[src/hdl/mssc_pkg.sv]
// shared types, opcodes and sizes for the mips subset step core
// used by every module under hdl; depends on nothing
package mssc_pkg;

   // data memory size in words and derived widths
   localparam int DATA_WORDS = 1024;
   localparam int DADDR_W    = $clog2(DATA_WORDS);
   localparam int CLR_W      = DADDR_W + 1;
   localparam logic [31:0] WINDOW_BYTES = 32'(4 * DATA_WORDS);

   // reset values of the configuration registers and the jump region mask
   localparam logic [31:0] TEXT_START_RESET = 32'h0040_0000;
   localparam logic [31:0] DATA_START_RESET = 32'h1000_0000;
   localparam logic [31:0] JUMP_REGION_MASK = 32'hF000_0000;

   // configuration register indexes
   localparam int CSR_IDX_W = 2;
   localparam logic [CSR_IDX_W-1:0] CSR_TEXT_START = 2'd0;
   localparam logic [CSR_IDX_W-1:0] CSR_INSTR_COUNT = 2'd1;
   localparam logic [CSR_IDX_W-1:0] CSR_DATA_START = 2'd2;

   // primary opcodes
   localparam logic [5:0] OP_SPECIAL = 6'h00;
   localparam logic [5:0] OP_J       = 6'h02;
   localparam logic [5:0] OP_JAL     = 6'h03;
   localparam logic [5:0] OP_BEQ     = 6'h04;
   localparam logic [5:0] OP_BNE     = 6'h05;
   localparam logic [5:0] OP_ADDIU   = 6'h09;
   localparam logic [5:0] OP_SLTIU   = 6'h0B;
   localparam logic [5:0] OP_ANDI    = 6'h0C;
   localparam logic [5:0] OP_ORI     = 6'h0D;
   localparam logic [5:0] OP_LUI     = 6'h0F;
   localparam logic [5:0] OP_LW      = 6'h23;
   localparam logic [5:0] OP_SW      = 6'h2B;

   // function codes of the special opcode
   localparam logic [5:0] FN_SLL  = 6'h00;
   localparam logic [5:0] FN_SRL  = 6'h02;
   localparam logic [5:0] FN_JR   = 6'h08;
   localparam logic [5:0] FN_ADDU = 6'h21;
   localparam logic [5:0] FN_SUBU = 6'h23;
   localparam logic [5:0] FN_AND  = 6'h24;
   localparam logic [5:0] FN_OR   = 6'h25;
   localparam logic [5:0] FN_NOR  = 6'h27;
   localparam logic [5:0] FN_SLTU = 6'h2B;

   localparam logic [4:0] REG_RA = 5'd31;

   // result item, last field in the lowest bits
   localparam int RSP_W = 144;
   typedef struct packed {
      logic [5:0]  pad;
      logic        address_out_of_range;
      logic        unknown_instruction;
      logic [31:0] mem_data;
      logic [31:0] mem_address;
      logic        mem_write_enable;
      logic [31:0] reg_value;
      logic [4:0]  reg_index;
      logic        reg_write_enable;
      logic        running;
      logic [31:0] next_pc;
   } rsp_type;

   // execute stage result: the item plus memory control
   typedef struct packed {
      rsp_type             rsp;
      logic                is_load;
      logic                mem_hit;
      logic [DADDR_W-1:0]  mem_idx;
   } exec_out_type;

endpackage

[src/hdl/mssc_regfile.sv]
// 32 x 32 general register file, two registered read ports, one write port
// entries read as zero until first written; uses mssc_pkg
module mssc_regfile (
   input  logic        clock,
   input  logic        reset,
   input  logic        rd_en,
   input  logic [4:0]  rd_addr_a,
   input  logic [4:0]  rd_addr_b,
   output logic [31:0] rd_data_a,
   output logic [31:0] rd_data_b,
   input  logic        wr_en,
   input  logic [4:0]  wr_addr,
   input  logic [31:0] wr_data
);
   import mssc_pkg::*;

   logic [31:0] mem [32];
   logic [31:0] valid_ff;
   logic [31:0] data_a_ff;
   logic [31:0] data_b_ff;
   logic        valid_a_ff;
   logic        valid_b_ff;

   // storage array, register 0 is never written
   always_ff @(posedge clock) begin
      if (wr_en && wr_addr != 5'd0) begin
         mem[wr_addr] <= wr_data;
      end
      if (rd_en) begin
         data_a_ff <= mem[rd_addr_a];
         data_b_ff <= mem[rd_addr_b];
      end
   end

   // written-since-reset flags
   always_ff @(posedge clock) begin
      if (reset) begin
         valid_ff   <= '0;
         valid_a_ff <= 1'b0;
         valid_b_ff <= 1'b0;
      end else begin
         if (wr_en && wr_addr != 5'd0) begin
            valid_ff[wr_addr] <= 1'b1;
         end
         if (rd_en) begin
            valid_a_ff <= valid_ff[rd_addr_a];
            valid_b_ff <= valid_ff[rd_addr_b];
         end
      end
   end

   assign rd_data_a = valid_a_ff ? data_a_ff : 32'd0;
   assign rd_data_b = valid_b_ff ? data_b_ff : 32'd0;

endmodule

[config.mk]
export PLATFORM = sky130hd
export DESIGN_NAME = mssc_regfile
export DESIGN_NICKNAME = d
export VERILOG_FILES = /design/src/hdl/mssc_pkg.sv /design/src/hdl/mssc_regfile.sv
export SDC_FILE = /design/constraint.sdc
export NUM_CORES = 1
export LEC_CHECK = 0
export BUFFER_PORTS_ARGS = -buffer_cell sky130_fd_sc_hd__buf_2
export CAP_MARGIN = 20
export CORE_MARGIN = 2
export CORE_UTILIZATION = 57
export CTS_CLUSTER_SIZE = 14
export DETAILED_ROUTE_END_ITERATION = 7
export PLACE_DENSITY = 0.86
export SYNTH_ARGS = -nofsm -noshare
export SYNTH_HDL_FRONTEND = slang
export SYNTH_SLANG_ARGS = --single-unit
[constraint.sdc]
create_clock -name clock -period 2.71 [get_ports clock]
set_clock_uncertainty 0.05 [all_clocks]
set_input_delay 0.1355 -clock clock [delete_from_list [all_inputs] [get_ports clock]]
set_output_delay 0.1355 -clock clock [all_outputs]
set_load 0.05 [all_outputs]
[Word level (Yosys, flattened, before mapping)]
Memory sizes are Yosys's and may differ from the RTL's. A register that Yosys moved wholly into a read port is not among the register bits.
Cells that the tools add are included.
Word-level totals
  register bits after elaboration: 34
  bits in latches: 0
  bits in writable memories: 1024
  ROM bits: 0
  output and inout port bits: 64
  word-level logic and storage cells: 22
  memories: 1
Operators by class
  add/sub/neg operators: 0
  $mul: 0
  divide/modulo/power cells: 0
  order comparisons: 4
  eq/ne operators: 0
  shifts and indexed selects: 0
  mux-type cells: 10
  bitwise gates (word level): 1
  reductions and logical operators: 3
Memory list
  mem: depth 32, width 32, rd ports 2, clocked after Yosys merged registers in 2, write ports 1, line mssc_regfile.sv:17  | logic [31:0] mem [32];
Operators with widths (count)
  $mux 32: 2
  $or 32x32->32: 1
  $lt 5x6->1 const B: 3
  $bmux 1 s5: 2
  $demux 1 s5: 1
  $ge 5x1->1 const B: 1
  $mux 1: 5
  $reduce_bool 5->1: 1
  $logic_and 1x1->1: 2

[Depth between registers and ports, before layout]
Gate-level depths: netlist (run 1).
  depth after elaboration: 5
  depth in mapped cells: 9
  mapped depth without buffers: 5

[Worst setup path after synthesis (run 1)]
No wires, ideal clock.
  path type: input-to-reg
  from: in wr_addr[2]
  to: mem mem[18][0] (enable)
  setup time: 423 ps
  data arrival time: 2056 ps
  required time: 2237 ps
  slack: 181 ps
  stages on the path: 2
  buffers on the path: 0
  cells stage by stage: or3b_2 > nor2_1
Between the ends
  longest elaborated chain between the ends: 4
Ends and longest elaborated chain
  start, declared: line mssc_regfile.sv:12  | input logic [4:0] wr_addr,
  $reduce_bool 5->1: line mssc_regfile.sv:26  | if (wr_en && wr_addr != 5'd0) begin
  $logic_and 1x1->1: line mssc_regfile.sv:26
  $mux 1: line mssc_regfile.sv:26
  $mux 1 (not written as such): line mssc_regfile.sv:27  | mem[wr_addr] <= wr_data;
  end, declared: line mssc_regfile.sv:17
Several ways; a longest one is shown, not always the timed one.

[Worst setup path after layout (run 1)]
  from: reg valid_a_ff
  to: out rd_data_a[25]
Between the ends
  longest elaborated chain between the ends: 1
Ends and longest elaborated chain
  start, declared: line mssc_regfile.sv:21  | logic valid_a_ff;
  start signal, assigned: line mssc_regfile.sv:46  | valid_a_ff <= valid_ff[rd_addr_a];
  $mux 32: line mssc_regfile.sv:52  | assign rd_data_a = valid_a_ff ? data_a_ff : 32'd0;
  end, declared: line mssc_regfile.sv:9  | output logic [31:0] rd_data_a,
No other way between the ends.

==> impl_metrics.env, run 1 <==
export IMPL_grt_pass1_wl_mm=218
export IMPL_wl_per_cell_um=40.3
export IMPL_io_pins=115
export IMPL_synth_ff_type="edfxtp_1"
export IMPL_fin_ws_ns=-0.0524
export IMPL_grt_max_degree=46
export IMPL_multiInputGateArea_sq_mm=0.0169
export IMPL_slew_viol_final=0
export IMPL_grt_pass1_vias=30300
export IMPL_initial_core_util_pct=57.4
export IMPL_mappedNetlistArea_sq_mm=0.0507
export IMPL_outcome="finished with violations"
export IMPL_yosys_area_top_type="edfxtp_1"
export IMPL_setup_tns_ns=-0.0984
export IMPL_fp_dieH_um=302
export IMPL_finalHoldViolCount=0
export IMPL_synth_warnings=0
export IMPL_grt_usage_pct=34.3
export IMPL_peakVddDrop_mv=0.709
export IMPL_root_buffer="clkbuf_16"
export IMPL_max_freq_mhz=362
export IMPL_synthCells=2248
export IMPL_io_buffers=114
export IMPL_relSlewSlack_pct=20.6
export IMPL_register_area_sq_mm=0.0334
export IMPL_max_cap_viol_count=0
export IMPL_cts_buffer_depth=3
export IMPL_ant_nets=0
export IMPL_postCtsSetupBuffers=0
export IMPL_dr_pass1_iters=5
export IMPL_cts_sinks=1122
export IMPL_avgSynthCellArea_sq_um=22.6
export IMPL_ys_seq_area_share_pct=65.7
export IMPL_dp_cells=3555
export IMPL_die_area_sq_mm=0.0914
export IMPL_violations="setup timing"
export IMPL_synth_cell_types=25
export IMPL_synth_common_cells="edfxtp_1, mux4_2, nor2_1"
export IMPL_rsz0062_at_grt="false"
export IMPL_insertion_delay_ns=0.71
export IMPL_routed_wl_mm=153
export IMPL_antenna_found_initial=12
export IMPL_crit_fanout=14
export IMPL_fin_cells=3798
export IMPL_cts_buffers=108
export IMPL_finalCriticalPeriod_ns=2.76
export IMPL_finalSetupViolCount=5
export IMPL_hpwl_mm=84.8
export IMPL_core_area_sq_mm=0.0884
export IMPL_worst_setup_path_start_kind="flop"
export IMPL_end_kind="output pin"
export IMPL_powerDensity_mw_per_mm2=653
export IMPL_cts_tree="done"
export IMPL_tightest_slew_ns=1.19
export IMPL_grt_overflow=0
export IMPL_drc=0
export IMPL_routed_via_density=7.61
export IMPL_criticalPathCategory="flop to output pin"
export IMPL_die_x_um=302
export IMPL_hp_class="input port to flop"
export IMPL_worstPathRequired_ns=2.52
export IMPL_nets=2588
export IMPL_synthArstFlopShare_pct=0
export IMPL_min_period_over_period_pct=102
export IMPL_synth_edf_count=1088
export IMPL_p_leak_uw=0.0186
export IMPL_area_delta_synth_final_pct=14.7
export IMPL_clkTransAtPathRegs_ns=0.07
export IMPL_yosysMostFrequentCell="edfxtp_1"
export IMPL_ctsHtreeMaxLevel=3
export IMPL_reg2reg_setup_slack_ns=0.58
export IMPL_yosys_register_bits=1122
export IMPL_ys_top_cells_by_area="edfxtp_1, mux4_2, mux2_2"
export IMPL_vias=28900
export IMPL_placementRows=109
export IMPL_place_gp_congestion=0.855
export IMPL_synth_top_area_share_pct=64.4
export IMPL_drive_gt1_share_pct=44.5
export IMPL_worstPathArrival_ns=2.58
export IMPL_drt_iter0_markers=5046
export IMPL_nFillCells=5184
[routing by layer]
metal	vias to the layer above	global-route usage, %	part of all wire [%]
met4	14	18.7	6.8
met5	-	0.362	0.067
met3	703	10.1	15
li1	10500	-	-
met1	14800	43.7	30
met2	2895	53.8	48
[sequential cells by signal (all words and copies together) (netlist names)]
name / cells
valid_ff: 32
valid_b_ff: 1
valid_a_ff: 1
data_b_ff: 32
data_a_ff: 32
mem: 1024
[stage by stage]
step | utilization, % | setup WS (ns) | hold slack (ns) | total power (uW) | area (sq um)
after global placement | 61.5 | 0.199 | 0.418 | 23100 | 54400
after global routing | 65.8 | 0.0340 | 0.129 | 38800 | 58200
after detailed placement | 61.5 | 0.211 | 0.435 | 23200 | 54400
after CTS | 65.8 | 0.0654 | 0.109 | 37900 | 58100
final | 65.9 | -0.0524 | 0.148 | 38000 | 58200
after floorplan | - | 0.181 | 0.184 | 22000 | 50900
[critical path, stage by stage (launching register included)]
cell,delay [ns]
dfxtp_1,1.06
buf_4,0.35
and2_1,0.17
buf_2,0.28
[worst paths after layout]
kind	endpoint	start	depth (start not counted)
worst max-delay path	rd_data_a[25]	valid_a_ff	3
worst min-delay path	mem[26][2]	wr_addr[4]	4
worst max register to register	data_b_ff[9]	mem[7][9]	3
worst min register to register	valid_ff[1]	valid_ff[1]	2
[cell usage in the layout, fill, tap and decap left out, drive strengths merged, types with 6 or more instances in the layout]
cell type,count
clkbuf,135
edfxtp,1088
dfxtp,34
dlygate4sd3,36
nand3,10
a22oi,8
nor2,98
mux4,640
nand2,12
conb,32
a21oi,6
diode,6
buf,277
mux2i,32
clkinv,49
and2,66
bufinv,8
mux2,64
[kinds of logic after synthesis]
group / Yosys count / synth area share, %
AO/OA/AOI/OAI: 18 / 0.242
other: 1 / 0.00739
AND/OR/NAND/NOR: 206 / 2.00
buffers and inverters: 165 / 1.58
flip-flops: 1122 / 65.7
multiplexers: 736 / 30.5
[where the power goes]
part           internal, uW  switching [uW]
clock                  8200            6770
combinational          1590            1830
sequential            19400             232
[area by class of cell]
| class | count | area share [%] |
|---|---|---|
| diodes | 6 | 0.0258 |
| clock buffers | 135 | 4.85 |
| clock inverters | 65 | 1.03 |
| multi-input cells | 992 | 29.1 |
| flip-flops and latches | 1122 | 57.3 |
| well taps | 1165 | 2.50 |
| repair buffers | 313 | 5.17 |
[repair_timing]
action,CTS,global route
hold endpoints to repair,1068,3
gates resized for setup,0,0
endpoints found under the setup margin,0,0
hold buffers,34,2
(Power assumes the default switching activity.)
==> run 2, diff against run 1 <==
Settings changed: PLACE_DENSITY 0.86 to 0.83.
==> impl_metrics.env, run 2 (synthesis gave the netlist of run 1 again) <==
export IMPL_outcome="finished, final reports clean"
export IMPL_worstPathRequired_ns=2.52
export IMPL_final_util_pct=66.3
export IMPL_powerDensity_mw_per_mm2=658
export IMPL_insertion_delay_ns=0.72
export IMPL_root_buffer="clkbuf_16"
export IMPL_cts_tree="done"
export IMPL_tightest_slew_ns=1.25
export IMPL_finalCriticalPeriod_ns=2.54
export IMPL_place_gp_congestion=0.871
export IMPL_max_freq_mhz=394
export IMPL_fp_dieH_um=302
export IMPL_relSlewSlack_pct=16.7
export IMPL_grt_pass1_vias=30100
export IMPL_clkTransAtPathRegs_ns=0.07
export IMPL_reg2reg_setup_slack_ns=0.58
export IMPL_top_register="mem"
export IMPL_dp_cells=3557
export IMPL_routed_wl_mm=150
export IMPL_worstPathArrival_ns=2.35
export IMPL_finalSetupViolCount=0
export IMPL_nets=2587
export IMPL_io_pins=115
export IMPL_finalHoldViolCount=0
export IMPL_criticalPathCategory="flop to output pin"
export IMPL_antenna_found_initial=11
export IMPL_layout_commonest_cell="edfxtp_1"
export IMPL_rsz0062_at_grt="false"
export IMPL_worst_setup_path_start_kind="flop"
export IMPL_end_kind="output pin"
export IMPL_crit_fanout=24
export IMPL_hp_class="input port to flop"
export IMPL_cts_buffers=108
export IMPL_ant_nets=0
export IMPL_die_x_um=302
export IMPL_layout_common_cells="edfxtp_1, mux4_2, clkbuf_16"
export IMPL_dr_pass1_iters=7
export IMPL_max_cap_viol_count=0
export IMPL_grt_usage_pct=33.6
export IMPL_slew_viol_final=0
export IMPL_die_area_sq_mm=0.0914
export IMPL_hpwl_mm=83.6
export IMPL_grt_pass1_wl_mm=214
export IMPL_core_area_sq_mm=0.0884
export IMPL_io_buffers=114
export IMPL_peakVddDrop_mv=0.600
export IMPL_wl_per_cell_um=39.5
export IMPL_cts_buffer_depth=3
export IMPL_fin_ws_ns=0.172
export IMPL_grt_overflow=0
export IMPL_drive_gt1_share_pct=45.0
export IMPL_largest_reg_flops=1024
export IMPL_drt_iter0_markers=4486
export IMPL_total_power_uw=38500
export IMPL_cts_repair_resized=0
export IMPL_area_delta_synth_final_pct=15.5
export IMPL_ctsHtreeMaxLevel=3
export IMPL_cts_sinks=1122
export IMPL_min_period_over_period_pct=93.7
export IMPL_placementRows=109
export IMPL_routed_via_density=7.53
export IMPL_initial_core_util_pct=57.4
export IMPL_fin_cells=3797
export IMPL_vias=28600
export IMPL_drc=0
export IMPL_p_leak_uw=0.0188
export IMPL_setup_tns_ns=0
export IMPL_grt_max_degree=47
export IMPL_place_ws_ns=0.302
run 2: final cells by class:
| class | instances | area, sq um |
|---|---|---|
| Multi-Input combinational cell | 992 | 16900 |
| Clock inverter | 79 | 838 |
| Tap cell | 1165 | 1460 |
| Timing Repair Buffer | 312 | 3200 |
| Clock buffer | 124 | 2790 |
| Fill cell | 5242 | 29800 |
| Antenna cell | 3 | 7.51 |
| Sequential cell | 1122 | 33400 |
run 2: critical path, stage by stage (launching register included):
cell,delay (ns)
dfxtp_2,0.85
and2_1,0.43
buf_2,0.34
run 2: what timing repair did:
action	4_1_cts	5_1_grt
hold endpoints to repair	1083	0
setup endpoints to repair	0	0
setup buffers	0	0
hold buffers	34	0
run 2: per-stage QoR:
step | hold WS (ns) | instance area [sq um]
after global placement | 0.420 | 54600
after global routing | 0.0665 | 58600
final | 0.0750 | 58600
after CTS | 0.0360 | 58600
after detailed placement | 0.429 | 54600
after floorplan | 0.184 | 50900
run 2: where the power goes:
group / leakage, uW / total, uW / switching (uW) / internal (uW)
combinational: 0.00686 / 3410 / 1810 / 1600
clock: 0.00177 / 15500 / 6810 / 8690
sequential: 0.0102 / 19600 / 215 / 19400
total: 0.0188 / 38500 / 8840 / 29700
run 2: worst paths after layout:
path          startpoint             to  cells past startpoint
min           wr_addr[0]   valid_ff[24]                      6
max reg2reg   mem[0][10]  data_a_ff[10]                      3
min reg2reg  valid_ff[5]    valid_ff[5]                      2
max           valid_b_ff  rd_data_b[10]                      2
run 2: metal layers:
metal | up-vias | GRT usage (%) | wire length (um)
met5 | - | 0 | 107
li1 | 10500 | - | -
met3 | 579 | 9.27 | 20900
met4 | 18 | 15.7 | 8400
met2 | 2757 | 53.9 | 73000
met1 | 14800 | 43.2 | 47400
